[src/rtl/rcb_pkg.sv]
// Shared types and constants for the rectangle clip-to-box-list block.
`default_nettype none

package rcb_pkg;

  localparam int unsigned MAX_BOXES   = 16;
  localparam int unsigned EDGE_W      = 13;
  localparam int unsigned COORD_W     = 16;
  localparam int unsigned FAR_W       = 18;
  localparam int unsigned CODE_W      = 15;
  localparam int unsigned WORD_W      = 32;
  localparam int unsigned QUEUE_DEPTH = 2;

  localparam logic CFG_ORIGIN_X = 1'b0;
  localparam logic CFG_ORIGIN_Y = 1'b1;

  typedef enum logic [1:0] {
    ACT_CLEAR  = 2'd0,
    ACT_APPEND = 2'd1,
    ACT_FILL   = 2'd2
  } act_e;

  typedef struct packed {
    logic [EDGE_W-1:0] left;
    logic [EDGE_W-1:0] top;
    logic [EDGE_W-1:0] right;
    logic [EDGE_W-1:0] bottom;
  } box_t;

  typedef struct packed {
    act_e                       kind;
    box_t                       box;
    logic signed [COORD_W-1:0]  x;
    logic signed [COORD_W-1:0]  y;
    logic signed [FAR_W-1:0]    xx;
    logic signed [FAR_W-1:0]    yy;
  } cmd_t;

  typedef struct packed {
    logic vld;
    cmd_t cmd;
  } qout_t;

endpackage

`default_nettype wire

[src/rtl/rcb_front.sv]
// Front end: takes requests, translates fill rectangles by the origin and queues them.
`default_nettype none

module rcb_front import rcb_pkg::*; (
  input  logic                      clk_i,
  input  logic                      rst_ni,
  input  logic                      start_i,
  input  logic                      full_i,
  input  logic [1:0]                action_i,
  input  logic [EDGE_W-1:0]         box_left_i,
  input  logic [EDGE_W-1:0]         box_top_i,
  input  logic [EDGE_W-1:0]         box_right_i,
  input  logic [EDGE_W-1:0]         box_bottom_i,
  input  logic signed [COORD_W-1:0] rect_x_i,
  input  logic signed [COORD_W-1:0] rect_y_i,
  input  logic [COORD_W-1:0]        rect_width_i,
  input  logic [COORD_W-1:0]        rect_height_i,
  input  logic                      cfg_we_i,
  input  logic                      cfg_idx_i,
  input  logic [COORD_W-1:0]        cfg_wdata_i,
  output logic                      push_o,
  output cmd_t                      cmd_o
);

  logic [COORD_W-1:0] origin_x_q, origin_x_d;
  logic [COORD_W-1:0] origin_y_q, origin_y_d;
  logic [COORD_W-1:0] x_wrap, y_wrap;
  logic               known;

  always_comb begin
    origin_x_d = origin_x_q;
    origin_y_d = origin_y_q;
    if (cfg_we_i) begin
      case (cfg_idx_i)
        CFG_ORIGIN_X: origin_x_d = cfg_wdata_i;
        CFG_ORIGIN_Y: origin_y_d = cfg_wdata_i;
        default: ;
      endcase
    end
  end

  always_ff @(posedge clk_i or negedge rst_ni) begin
    if (!rst_ni) begin
      origin_x_q <= '0;
      origin_y_q <= '0;
    end else begin
      origin_x_q <= origin_x_d;
      origin_y_q <= origin_y_d;
    end
  end

  always_comb begin
    known = 1'b0;
    case (action_i)
      ACT_CLEAR, ACT_APPEND, ACT_FILL: known = 1'b1;
      default: known = 1'b0;
    endcase
  end

  // The near corner wraps to 16 bits; the far edges keep two extra bits.
  assign x_wrap = rect_x_i + origin_x_q;
  assign y_wrap = rect_y_i + origin_y_q;

  always_comb begin
    cmd_o.kind       = act_e'(action_i);
    cmd_o.box.left   = box_left_i;
    cmd_o.box.top    = box_top_i;
    cmd_o.box.right  = box_right_i;
    cmd_o.box.bottom = box_bottom_i;
    cmd_o.x          = x_wrap;
    cmd_o.y          = y_wrap;
    cmd_o.xx         = $signed({{(FAR_W-COORD_W){x_wrap[COORD_W-1]}}, x_wrap})
                     + $signed({{(FAR_W-COORD_W){1'b0}}, rect_width_i});
    cmd_o.yy         = $signed({{(FAR_W-COORD_W){y_wrap[COORD_W-1]}}, y_wrap})
                     + $signed({{(FAR_W-COORD_W){1'b0}}, rect_height_i});
  end

  assign push_o = start_i && !full_i && known;

endmodule

`default_nettype wire

[src/rtl/rcb_queue.sv]
// Short command queue between the front end and the clipping back end.
`default_nettype none

module rcb_queue import rcb_pkg::*; (
  input  logic  clk_i,
  input  logic  rst_ni,
  input  logic  push_i,
  input  cmd_t  cmd_i,
  input  logic  pop_i,
  output logic  full_o,
  output qout_t out_o
);

  localparam int unsigned PtrW = (QUEUE_DEPTH > 1) ? $clog2(QUEUE_DEPTH) : 1;
  localparam int unsigned CntW = $clog2(QUEUE_DEPTH + 1);

  cmd_t            mem_q [QUEUE_DEPTH];
  logic [PtrW-1:0] wptr_q, wptr_d;
  logic [PtrW-1:0] rptr_q, rptr_d;
  logic [CntW-1:0] cnt_q, cnt_d;
  logic            do_push, do_pop;

  assign do_push = push_i && (cnt_q != CntW'(QUEUE_DEPTH));
  assign do_pop  = pop_i && (cnt_q != '0);

  always_comb begin
    wptr_d = wptr_q;
    rptr_d = rptr_q;
    cnt_d  = cnt_q;
    if (do_push) begin
      wptr_d = (wptr_q == PtrW'(QUEUE_DEPTH - 1)) ? '0 : wptr_q + PtrW'(1);
    end
    if (do_pop) begin
      rptr_d = (rptr_q == PtrW'(QUEUE_DEPTH - 1)) ? '0 : rptr_q + PtrW'(1);
    end
    if (do_push && !do_pop) begin
      cnt_d = cnt_q + CntW'(1);
    end else if (do_pop && !do_push) begin
      cnt_d = cnt_q - CntW'(1);
    end
  end

  always_ff @(posedge clk_i or negedge rst_ni) begin
    if (!rst_ni) begin
      wptr_q <= '0;
      rptr_q <= '0;
      cnt_q  <= '0;
    end else begin
      wptr_q <= wptr_d;
      rptr_q <= rptr_d;
      cnt_q  <= cnt_d;
    end
  end

  always_ff @(posedge clk_i) begin
    if (do_push) begin
      mem_q[wptr_q] <= cmd_i;
    end
  end

  assign full_o    = (cnt_q == CntW'(QUEUE_DEPTH));
  assign out_o.vld = (cnt_q != '0);
  assign out_o.cmd = mem_q[rptr_q];

endmodule

`default_nettype wire

[src/rtl/rcb_back.sv]
// Back end: holds the box table, scans it for each fill and emits clipped line requests.
`default_nettype none

module rcb_back import rcb_pkg::*; #(
  parameter int unsigned MaxBoxes = MAX_BOXES
) (
  input  logic              clk_i,
  input  logic              rst_ni,
  input  qout_t             q_i,
  output logic              pop_o,
  output logic              valid_o,
  output logic [WORD_W-1:0] start_word_o,
  output logic [WORD_W-1:0] end_word_o,
  output logic [CODE_W-1:0] width_code_o,
  output logic              last_o
);

  localparam int unsigned IdxW = (MaxBoxes > 1) ? $clog2(MaxBoxes) : 1;
  localparam int unsigned CntW = $clog2(MaxBoxes + 1);
  localparam int unsigned PsyW = EDGE_W + 4;

  typedef enum logic [1:0] {
    ST_IDLE,
    ST_SCAN,
    ST_WAIT
  } state_e;

  state_e                  state_q;
  logic [CntW-1:0]         cnt_q;
  logic [IdxW-1:0]         idx_q;
  logic signed [FAR_W-1:0] x_q, y_q, xx_q, yy_q;

  box_t                    mem_q [MaxBoxes];
  box_t                    rd_q;
  logic                    s1_vld_q, s1_last_q;
  logic                    s2_vld_q, s2_last_q, s2_ne_q;
  logic [EDGE_W-1:0]       s2_cx_q, s2_cy_q, s2_cxx_q, s2_cyy_q;
  logic                    flush_q;

  logic                    pend_vld_q;
  logic [WORD_W-1:0]       pend_start_q, pend_end_q;
  logic [CODE_W-1:0]       pend_lw_q;

  logic                    valid_q, last_q;
  logic [WORD_W-1:0]       start_q, end_q;
  logic [CODE_W-1:0]       lw_q;

  logic                    wr_en, table_full, last_issue;
  logic [CntW-1:0]         idx_next;
  logic signed [FAR_W-1:0] b_left, b_top, b_right, b_bottom;
  logic signed [FAR_W-1:0] cx, cy, cxx, cyy;
  logic [EDGE_W-1:0]       height;
  logic [CODE_W-1:0]       new_lw;
  logic [PsyW-1:0]         new_psy;
  logic [WORD_W-1:0]       new_start, new_end;

  assign pop_o      = (state_q == ST_IDLE) && q_i.vld;
  assign table_full = (cnt_q == CntW'(MaxBoxes));
  assign wr_en      = pop_o && (q_i.cmd.kind == ACT_APPEND) && !table_full;
  assign idx_next   = CntW'(idx_q) + CntW'(1);
  assign last_issue = (idx_next == cnt_q);

  always_ff @(posedge clk_i) begin
    if (wr_en) begin
      mem_q[cnt_q[IdxW-1:0]] <= q_i.cmd.box;
    end
    rd_q <= mem_q[idx_q];
  end

  always_comb begin
    b_left   = $signed({{(FAR_W-EDGE_W){1'b0}}, rd_q.left});
    b_top    = $signed({{(FAR_W-EDGE_W){1'b0}}, rd_q.top});
    b_right  = $signed({{(FAR_W-EDGE_W){1'b0}}, rd_q.right});
    b_bottom = $signed({{(FAR_W-EDGE_W){1'b0}}, rd_q.bottom});
    cx       = (x_q > b_left) ? x_q : b_left;
    cy       = (y_q > b_top) ? y_q : b_top;
    cxx      = (xx_q < b_right) ? xx_q : b_right;
    cyy      = (yy_q < b_bottom) ? yy_q : b_bottom;
  end

  // A non-empty intersection always lies inside the 13-bit edge range.
  always_comb begin
    height    = s2_cyy_q - s2_cy_q;
    new_lw    = {height, 2'b00} - CODE_W'(1);
    new_psy   = PsyW'({s2_cy_q, 3'b000}) + PsyW'(new_lw);
    new_start = {s2_cx_q, {(WORD_W-EDGE_W-PsyW){1'b0}}, new_psy};
    new_end   = {s2_cxx_q, {(WORD_W-EDGE_W-PsyW){1'b0}}, new_psy};
  end

  always_ff @(posedge clk_i or negedge rst_ni) begin
    if (!rst_ni) begin
      state_q      <= ST_IDLE;
      cnt_q        <= '0;
      idx_q        <= '0;
      x_q          <= '0;
      y_q          <= '0;
      xx_q         <= '0;
      yy_q         <= '0;
      s1_vld_q     <= 1'b0;
      s1_last_q    <= 1'b0;
      s2_vld_q     <= 1'b0;
      s2_last_q    <= 1'b0;
      s2_ne_q      <= 1'b0;
      s2_cx_q      <= '0;
      s2_cy_q      <= '0;
      s2_cxx_q     <= '0;
      s2_cyy_q     <= '0;
      flush_q      <= 1'b0;
      pend_vld_q   <= 1'b0;
      pend_start_q <= '0;
      pend_end_q   <= '0;
      pend_lw_q    <= '0;
      valid_q      <= 1'b0;
      last_q       <= 1'b0;
      start_q      <= '0;
      end_q        <= '0;
      lw_q         <= '0;
    end else begin
      case (state_q)
        ST_IDLE: begin
          if (pop_o) begin
            case (q_i.cmd.kind)
              ACT_CLEAR: cnt_q <= '0;
              ACT_APPEND: begin
                if (!table_full) begin
                  cnt_q <= cnt_q + CntW'(1);
                end
              end
              ACT_FILL: begin
                x_q  <= FAR_W'(q_i.cmd.x);
                y_q  <= FAR_W'(q_i.cmd.y);
                xx_q <= q_i.cmd.xx;
                yy_q <= q_i.cmd.yy;
                if (cnt_q != '0) begin
                  idx_q   <= '0;
                  state_q <= ST_SCAN;
                end
              end
              default: ;
            endcase
          end
        end
        ST_SCAN: begin
          if (last_issue) begin
            state_q <= ST_WAIT;
          end else begin
            idx_q <= idx_q + IdxW'(1);
          end
        end
        ST_WAIT: begin
          if (flush_q) begin
            state_q <= ST_IDLE;
          end
        end
        default: state_q <= ST_IDLE;
      endcase

      s1_vld_q  <= (state_q == ST_SCAN);
      s1_last_q <= (state_q == ST_SCAN) && last_issue;

      s2_vld_q  <= s1_vld_q;
      s2_last_q <= s1_vld_q && s1_last_q;
      s2_ne_q   <= (cx < cxx) && (cy < cyy);
      s2_cx_q   <= cx[EDGE_W-1:0];
      s2_cy_q   <= cy[EDGE_W-1:0];
      s2_cxx_q  <= cxx[EDGE_W-1:0];
      s2_cyy_q  <= cyy[EDGE_W-1:0];

      flush_q   <= s2_vld_q && s2_last_q;

      // A result is held back until the one after it is known, so that the final one can be flagged.
      valid_q <= 1'b0;
      if (s2_vld_q && s2_ne_q) begin
        if (pend_vld_q) begin
          valid_q <= 1'b1;
          last_q  <= 1'b0;
          start_q <= pend_start_q;
          end_q   <= pend_end_q;
          lw_q    <= pend_lw_q;
        end
        pend_vld_q   <= 1'b1;
        pend_start_q <= new_start;
        pend_end_q   <= new_end;
        pend_lw_q    <= new_lw;
      end else if (flush_q && pend_vld_q) begin
        valid_q    <= 1'b1;
        last_q     <= 1'b1;
        start_q    <= pend_start_q;
        end_q      <= pend_end_q;
        lw_q       <= pend_lw_q;
        pend_vld_q <= 1'b0;
      end
    end
  end

  assign valid_o      = valid_q;
  assign last_o       = last_q;
  assign start_word_o = start_q;
  assign end_word_o   = end_q;
  assign width_code_o = lw_q;

  a_cnt_bound: assert property (@(posedge clk_i) disable iff (!rst_ni)
    cnt_q <= CntW'(MaxBoxes))
    else $error("Box count exceeds the table size.");

  a_last_gap: assert property (@(posedge clk_i) disable iff (!rst_ni)
    valid_o && last_o |=> !valid_o)
    else $error("Request emitted right after the final one of a fill.");

  a_flush_quiet: assert property (@(posedge clk_i) disable iff (!rst_ni)
    flush_q |-> !s1_vld_q && !s2_vld_q && (state_q == ST_WAIT))
    else $error("Scan pipeline still busy at the end of a fill.");

  a_pend_idle: assert property (@(posedge clk_i) disable iff (!rst_ni)
    (state_q == ST_IDLE) |-> !pend_vld_q && !s1_vld_q && !s2_vld_q)
    else $error("Back end idle with work in flight.");

endmodule

`default_nettype wire

[src/rtl/rect_clip_to_box_list.sv]
// Top level of the rectangle clip-to-box-list block.
`default_nettype none

// Requests arrive on start_i with action_i and the box or rectangle fields; a
// request is taken at a clock edge where start_i is high and busy_o is low,
// and one with the unused action code is ignored. Clear and append requests
// load a table of up to MaxBoxes clip boxes. A fill request carries a
// rectangle, which is moved by the origin registers and then clipped against
// every stored box in table order. Each non-empty overlap gives one result on
// valid_o for a single cycle, with last_o on the final one. Requests go
// through a two-entry queue, so busy_o rises only when it is full. The back
// end applies a clear or append as it pops it, and pops no further request
// until a fill is done with the table, which has a single read port and is
// scanned one box per cycle. Each result is held until the next overlap or
// the end of the scan is known. Results cannot be held off. Reset empties
// the table and the queue and sets both origins to zero. The origin registers
// are written through cfg_we_i, cfg_idx_i and cfg_wdata_i, by the user only
// while no request is in flight; the block itself does not enforce this.
module rect_clip_to_box_list import rcb_pkg::*; #(
  parameter int unsigned MaxBoxes = MAX_BOXES
) (
  input  logic                      clk_i,
  input  logic                      rst_ni,
  input  logic                      start_i,
  output logic                      busy_o,
  input  logic [1:0]                action_i,
  input  logic [EDGE_W-1:0]         box_left_i,
  input  logic [EDGE_W-1:0]         box_top_i,
  input  logic [EDGE_W-1:0]         box_right_i,
  input  logic [EDGE_W-1:0]         box_bottom_i,
  input  logic signed [COORD_W-1:0] rect_x_i,
  input  logic signed [COORD_W-1:0] rect_y_i,
  input  logic [COORD_W-1:0]        rect_width_i,
  input  logic [COORD_W-1:0]        rect_height_i,
  input  logic                      cfg_we_i,
  input  logic                      cfg_idx_i,
  input  logic [COORD_W-1:0]        cfg_wdata_i,
  output logic                      valid_o,
  output logic [WORD_W-1:0]         start_word_o,
  output logic [WORD_W-1:0]         end_word_o,
  output logic [CODE_W-1:0]         width_code_o,
  output logic                      last_o
);

  logic  push, pop, full;
  cmd_t  cmd;
  qout_t q_out;

  rcb_front u_front (
    .clk_i         (clk_i),
    .rst_ni        (rst_ni),
    .start_i       (start_i),
    .full_i        (full),
    .action_i      (action_i),
    .box_left_i    (box_left_i),
    .box_top_i     (box_top_i),
    .box_right_i   (box_right_i),
    .box_bottom_i  (box_bottom_i),
    .rect_x_i      (rect_x_i),
    .rect_y_i      (rect_y_i),
    .rect_width_i  (rect_width_i),
    .rect_height_i (rect_height_i),
    .cfg_we_i      (cfg_we_i),
    .cfg_idx_i     (cfg_idx_i),
    .cfg_wdata_i   (cfg_wdata_i),
    .push_o        (push),
    .cmd_o         (cmd)
  );

  rcb_queue u_queue (
    .clk_i  (clk_i),
    .rst_ni (rst_ni),
    .push_i (push),
    .cmd_i  (cmd),
    .pop_i  (pop),
    .full_o (full),
    .out_o  (q_out)
  );

  rcb_back #(
    .MaxBoxes (MaxBoxes)
  ) u_back (
    .clk_i        (clk_i),
    .rst_ni       (rst_ni),
    .q_i          (q_out),
    .pop_o        (pop),
    .valid_o      (valid_o),
    .start_word_o (start_word_o),
    .end_word_o   (end_word_o),
    .width_code_o (width_code_o),
    .last_o       (last_o)
  );

  assign busy_o = full;

endmodule

`default_nettype wire

[config.mk]
export PLATFORM = sky130hd
export DESIGN_NAME = rect_clip_to_box_list
export DESIGN_NICKNAME = d
export VERILOG_FILES = /design/src/rtl/rcb_pkg.sv /design/src/rtl/rcb_front.sv /design/src/rtl/rcb_queue.sv /design/src/rtl/rcb_back.sv /design/src/rtl/rect_clip_to_box_list.sv
export SDC_FILE = /design/constraint.sdc
export NUM_CORES = 2
export LEC_CHECK = 0
export ABC_AREA = 0
export BUFFER_PORTS_ARGS = -buffer_cell sky130_fd_sc_hd__buf_2
export CAP_MARGIN = 20
export CORE_MARGIN = 2
export CORE_UTILIZATION = 35
export CTS_BUF_LIST = sky130_fd_sc_hd__clkbuf_16
export DETAILED_ROUTE_END_ITERATION = 16
export GPL_TIMING_DRIVEN = 0
export PLACE_DENSITY = 0.62
export SLEW_MARGIN = 40
export SYNTH_ARGS = -nofsm -noshare
export SYNTH_HDL_FRONTEND = slang
export SYNTH_HIERARCHICAL = 1
export SYNTH_SLANG_ARGS = --single-unit
[constraint.sdc]
create_clock -name clk_i -period 9.3 [get_ports clk_i]
set_input_delay 1.86 -clock clk_i [delete_from_list [all_inputs] [get_ports clk_i]]
set_output_delay 1.86 -clock clk_i [all_outputs]
set_load 0.05 [all_outputs]
-- Word-level counts from Yosys, hierarchy flattened
Memories as Yosys holds them, arrays and structs flattened. A register that Yosys moved wholly into a read port is not among the register bits.
Index checks and enable logic that the tools add are counted.
- input port bits: 139
- word-level logic and storage cells: 151
- bits in writable memories: 1076
- output and inout bits: 82
- register bits after elaboration: 330
- memories kept: 2
- memory list (memory ; words ; bits a word ; rd ports ; clocked after Yosys merged registers in ; wr ports ; RTL line ; text):
    u_back.mem_q ; 16 ; 52 ; 1 ; 1 ; 1 ; rcb_back.sv:33 ; box_t mem_q [MaxBoxes];
    u_queue.mem_q ; 2 ; 122 ; 1 ; 0 ; 1 ; rcb_queue.sv:17 ; cmd_t mem_q [QUEUE_DEPTH];
- add/sub/neg operators: 14
- equal/unequal tests: 18
- bitwise logic cells: 1
- mux-type cells: 43
- reduce and logical (&&, ||, !) cells: 36
- $lt $le $gt $ge: 6
- operators with widths (cell ; number):
    $mux W32 ; 6
    $mux W18 ; 4
    $mux W15 ; 3
    $add A16 B17 Y18 ; 2
    $lt A18 B14 Y1 ; 2
    $lt A18 B18 Y1 ; 2
    $add A16 B16 Y16 ; 2
    $gt A16 B14 Y1 ; 2
    $add A16 B15 Y17 ; 1
    $mux W4 ; 4
    $logic_and A1 B1 Y1 ; 15
    $mux W1 ; 15
    $sub A15 B1 Y15 const B ; 1
    $mux W2 ; 7
    $sub A13 B13 Y13 ; 1
    $ne A2 B2 Y1 const B ; 5
    $pmux W5 S2 ; 1
    $reduce_and A5 Y1 ; 2
    $reduce_bool A2 Y1 ; 5
    $eq A2 B2 Y1 const B ; 4
    $ne A2 B1 Y1 const B ; 4
    $pmux W4 S2 ; 1
    $eq A2 B1 Y1 const B ; 3
    $logic_not A2 Y1 ; 3
    other kinds (17) ; 23

-- Longest topological paths before layout
- depth after elaboration: 9
- gate-level depth with buffers: 22
- mapped depth without buffers: 20

-- Hierarchy
The synthesis kept the hierarchy.
- modules (own cells, without submodules) (module ; instances ; seq. area each (sq um) ; area each (sq um) ; cells an instance):
    rcb_back ; 1 ; 32230.9 ; 45821.4 ; 2816
    rcb_queue ; 1 ; 7427.1 ; 9291.4 ; 399
    rcb_front ; 1 ; 800.8 ; 4419.2 ; 535

-- Worst setup path after synthesis
Ideal clock, no wire load.
- path kind: input -> register
- from: input start_i
- to: memory u_queue/mem_q[0][0] (netlist bit), enable pin
- stages: 4
- data required time: 8.695 ns
- data arrival time: 7.330 ns
- library setup time: 0.605 ns
- buffers on the path: 0
- setup slack: 1.365 ns
- cell sequence: inv_1 -> a211oi_1 -> nand2_1 -> nor2_1
- word-level cells in the longest chain between the ends: 5
- RTL lines (element ; RTL line ; text):
    start, declared ; rect_clip_to_box_list.sv:24 ; input logic start_i,
    $logic_and A1 B1 Y1 (2 in series) ; rcb_front.sv:78 ; assign push_o = start_i && !full_i && known;
    via push ; rect_clip_to_box_list.sv:45 ; logic push, pop, full;
    $logic_and A1 B1 Y1 ; rcb_queue.sv:23 ; assign do_push = push_i && (cnt_q != CntW'(QUEUE_DEPTH));
    $mux W1 ; rcb_queue.sv:56 ; if (do_push) begin
    $mux W1 (implied by the code) ; rcb_queue.sv:57 ; mem_q[wptr_q] <= cmd_i;
    end, declared ; rcb_queue.sv:17 ;
The timed path passes the listed nets, and every way through them passes these cells.

-- Worst setup path after layout
- from: register u_back/b_right[1] (netlist name)
- to: register u_back.s2_ne_q
- word-level cells in the longest chain between the ends: 4
- RTL lines (element ; RTL line ; text):
    $lt A18 B14 Y1 ; rcb_back.sv:77 ; cxx = (xx_q < b_right) ? xx_q : b_right;
    $mux W18 * ; rcb_back.sv:77 ;
    $lt A18 B18 Y1 * ; rcb_back.sv:163 ; s2_ne_q <= (cx < cxx) && (cy < cyy);
    $logic_and A1 B1 Y1 * ; rcb_back.sv:163 ;
    end signal, assigned ; rcb_back.sv:163 ;
    end, declared ; rcb_back.sv:36 ; logic s2_vld_q, s2_last_q, s2_ne_q;
Every way passes the cells marked *; elsewhere a longest branch is shown, timed or not.
A chain may end at the register's enable or synchronous reset.

==> flow_summary.json <==
{
  "run_status": "finished clean",
  "setup-tns-final_ps": 0,
  "cts_resized": 0,
  "cp_cell_sequence": "inv_1 > ha_1 > a21o_1 > a21o_1 > a211o_1 > a21oi_1 > o21ai_1 > a221oi_1 > o21ai_1 > ha_1 > clkbuf_1 > clkbuf_1 > mux2i_1 > ha_1 > a21oi_1 > o21ai_0 > a211oi_1 > o221ai_1 > a21oi_1 > o2111ai_1 > a21oi_1 > a21boi_1",
  "layout_commonest_cell": "edfxtp_1",
  "dp_worst_setup_slack_ps": 3493,
  "drt_iter0_drc": 3123,
  "avgSynthCellArea_um2": 15.88,
  "clock_latency_ps": 800,
  "crit_top_cell": "a21oi_1",
  "finalMaxSlewViolations": 0,
  "worst-setup-path-type": "reg2reg",
  "fin_crit_sh_pct": 62.85,
  "syn_area_um2": 59530,
  "setup_violations": 0,
  "cts_hold_buf": 0,
  "ir_drop_uv": 183.5,
  "cts_max_level": 4,
  "async_reset_ff_share_pct": 20.11,
  "drc": 0,
  "grt_max_degree": 70,
  "ys_ff_latch": 1412,
  "r2r_setup_slack_ps": 3460,
  "post-cts-setup-buffer-count": 0,
  "route.vias.total": 33560,
  "dieWidth_um": 416.4,
  "ys_seq_area_share_pct": 67.96,
  "ys_warn_count": 6,
  "grt_first_pass_wirelength_um": 221800,
  "cellPowerDensity_nw_per_um2": 348.0,
  "finalClockSkew_ps": 45.26,
  "core_area_um2": 169100,
  "viasPerCell": 5.137,
  "synth_area_leader_cell": "edfxtp_1",
  "clk_pin_slew_ps": 60,
  "grt.total_usage_pct": 17.26,
  "syn_to_final_growth_pct": 16.60,
  "grt_util_met1_pct": 23.31,
  "grt_antenna_before_repair": 10,
  "wire_per_inst_um": 23.09,
  "routed_wl_um": 150900,
  "nets": 4512,
  "critPathRequiredTime_ps": 10000,
  "first_pass_iters": 5,
  "cp.arrival_ps": 6550,
  "finish.instance_area_um2": 69410,
  "netlist_instances": 3750,
  "max_freq_mhz": 171.1,
  "portBuffers": 164,
  "cts_tree": "built",
  "total_power_mw": 24.16,
  "die-area_um2": 173400,
  "cts_root_buf": "clkbuf_16",
  "synth_edf_count": 1076,
  "place_congestion": 0.8440,
  "maxSlewHeadroom_pct": 36.30,
  "cap_violations": 0,
  "path_max_fanout": 10,
  "row_count": 151,
  "initial_core_util_pct": 35.21,
  "max_stage_delay_ps": 530,
  "cts_made_buffers": 147,
  "synth.area.top_cells": "edfxtp_1 54%, dfrtp_1 12%, mux2i_1 3.9%, mux4_2 3.9%, ha_1 3.8%",
  "synth.distinct_cells": 84,
  "worstSetupStartpointType": "register",
  "grt_busiest_layer": "met2",
  "layout_common_cells": "1076 x edfxtp_1, 349 x nand2_1, 284 x dfrtp_1, 255 x buf_2, 234 x mux2i_1",
  "post-dp-hpwl_um": 108300,
  "place_area_um2": 64720,
  "slowest_stage": "clkbuf_1",
  "synth_top_area_share_pct": 54.27,
  "synth_ff_type": "edfxtp_1",
  "tightest_slew_ps": 955.4,
  "utilization_pct": 41.05,
  "leakage_nw": 26.77,
  "grtUsageMet3_pct": 3.146,
  "first_global_vias": 33520,
  "clock_path_buffers": 3,
  "drtAntennaViolNets": 0,
  "grtUsageMet2_pct": 27.82,
  "rsz0062_at_grt": "false",
  "overflow": 0,
  "hp-class": "reg2reg",
  "pin_count": 221,
  "fin_ws_ps": 3455,
  "hold_violations": 0,
  "post-route-min-period_ps": 5845,
  "die_h_um": 416.4,
  "crit_path_end_kind": "register",
  "drive_gt1_share_pct": 23.92,
  "clock_sinks": 1412
}
## kinds of logic (layout without fill, tap and decap cells)
family                     count (synthesis)  in the layout  synth area share [%]
and+or+nand+nor                          579            579                 4.378
buffers and inverters                    353            900                 2.871
AOI/OAI and AO/OA                        524            524                 6.085
other                                      1             18              0.006299
xor gates and xnor gates                  97             97                 1.478
muxes                                    597            597                 13.22
DFF                                     1412           1412                 67.96
adders and majority gates                187            187                 4.006
## Yosys cell counts (11+ instances only)
| master | n |
|---|---|
| a211oi_1 | 14 |
| a21o_1 | 40 |
| a21oi_1 | 79 |
| a221oi_1 | 106 |
| a22oi_1 | 51 |
| a31oi_1 | 11 |
| and2_1 | 11 |
| and3_1 | 11 |
| buf_1 | 26 |
| buf_2 | 13 |
| buf_4 | 79 |
| clkbuf_1 | 95 |
| dfrtp_1 | 284 |
| dfxtp_1 | 52 |
| edfxtp_1 | 1076 |
| ha_1 | 181 |
| inv_1 | 130 |
| mux2_1 | 12 |
| mux2_2 | 176 |
| mux2_4 | 71 |
| mux2i_1 | 234 |
| mux4_2 | 104 |
| nand2_1 | 349 |
| nand2b_1 | 29 |
| nand3_1 | 24 |
| nor2_1 | 65 |
| nor2b_1 | 22 |
| nor3_1 | 17 |
| o21a_1 | 20 |
| o21ai_0 | 105 |
| o21ai_1 | 30 |
| xnor2_1 | 56 |
| xor2_1 | 37 |
## where the power goes
group | switching [mW] | total, mW | internal, mW
Sequential | 0.627 | 9.03 | 8.40
Clock | 2.48 | 5.63 | 3.16
Combinational | 5.86 | 9.50 | 3.64
Total | 8.97 | 24.2 | 15.2
## worst max-delay path: cells and delay by family, from the launching register on
kind	cells	cell delay [ps]
DFF	1	500
AOI/OAI and AO/OA	15	2860
muxes	1	440
adders and majority gates	3	880
buffers and inverters	3	1060
## worst paths after layout
check	cells after the start	from	end
worst min-delay path	0	u_back/s1_vld_q$_DFF_PN0_	u_back/s2_vld_q$_DFF_PN0_
max in group asynchronous	3	rst_ni	u_queue/wptr_q$_DFFE_PN0P_
min in group asynchronous	1	rst_ni	u_back/end_word_o[21]$_DFFE_PN0P_
worst max register to register	22	u_back/b_right[1]$_DFF_P_	u_back/s2_ne_q$_DFF_PN0_
worst min register to register	0	u_back/s1_vld_q$_DFF_PN0_	u_back/s2_vld_q$_DFF_PN0_
worst max-delay path	22	u_back/b_right[1]$_DFF_P_	u_back/s2_ne_q$_DFF_PN0_
## area by class of cell
cell class	instances	area (µm²)
multi-input combinational	1994	17500
clock inverter	117	854.6
timing repair buffer	278	2230
clock buffer	152	3804
inverter	131	491.7
fill	15100	99680
buffer	222	1276
tap	2218	2775
antenna	8	20.02
sequential	1412	40460
## metal layers
| layer | vias to the layer above | wire [µm] |
|---|---|---|
| met2 | 1090 | 71490 |
| met3 | 221 | 9382 |
| met1 | 17120 | 64860 |
| met4 | 6 | 5065 |
| li1 | 15120 | - |
| met5 | - | 48 |
## state kept, by name, summed over array words and instances, names as in the netlist, 14 cells and up
| register | count |
|---|---|
| u_back/mem_q | 832 |
| u_queue/mem_q | 244 |
| u_back/pend_end_q | 27 |
| u_back/start_word_o | 27 |
| u_back/xx_q | 18 |
| u_back/yy_q | 18 |
| u_back/x_q | 16 |
| u_back/y_q | 16 |
| u_front/origin_x_q | 16 |
| u_front/origin_y_q | 16 |
| u_back/pend_lw_q | 14 |
| u_back/width_code_o | 14 |
## stage by stage
stage	instances	hold WS (ps)
finish	6532	381.5
global route	6529	390.2
CTS	6523	387.5
detailed placement	6254	359.3
global placement	6141	352.1
floorplan	3759	346.7
Note: power is estimated with default switching activity, not from simulation.
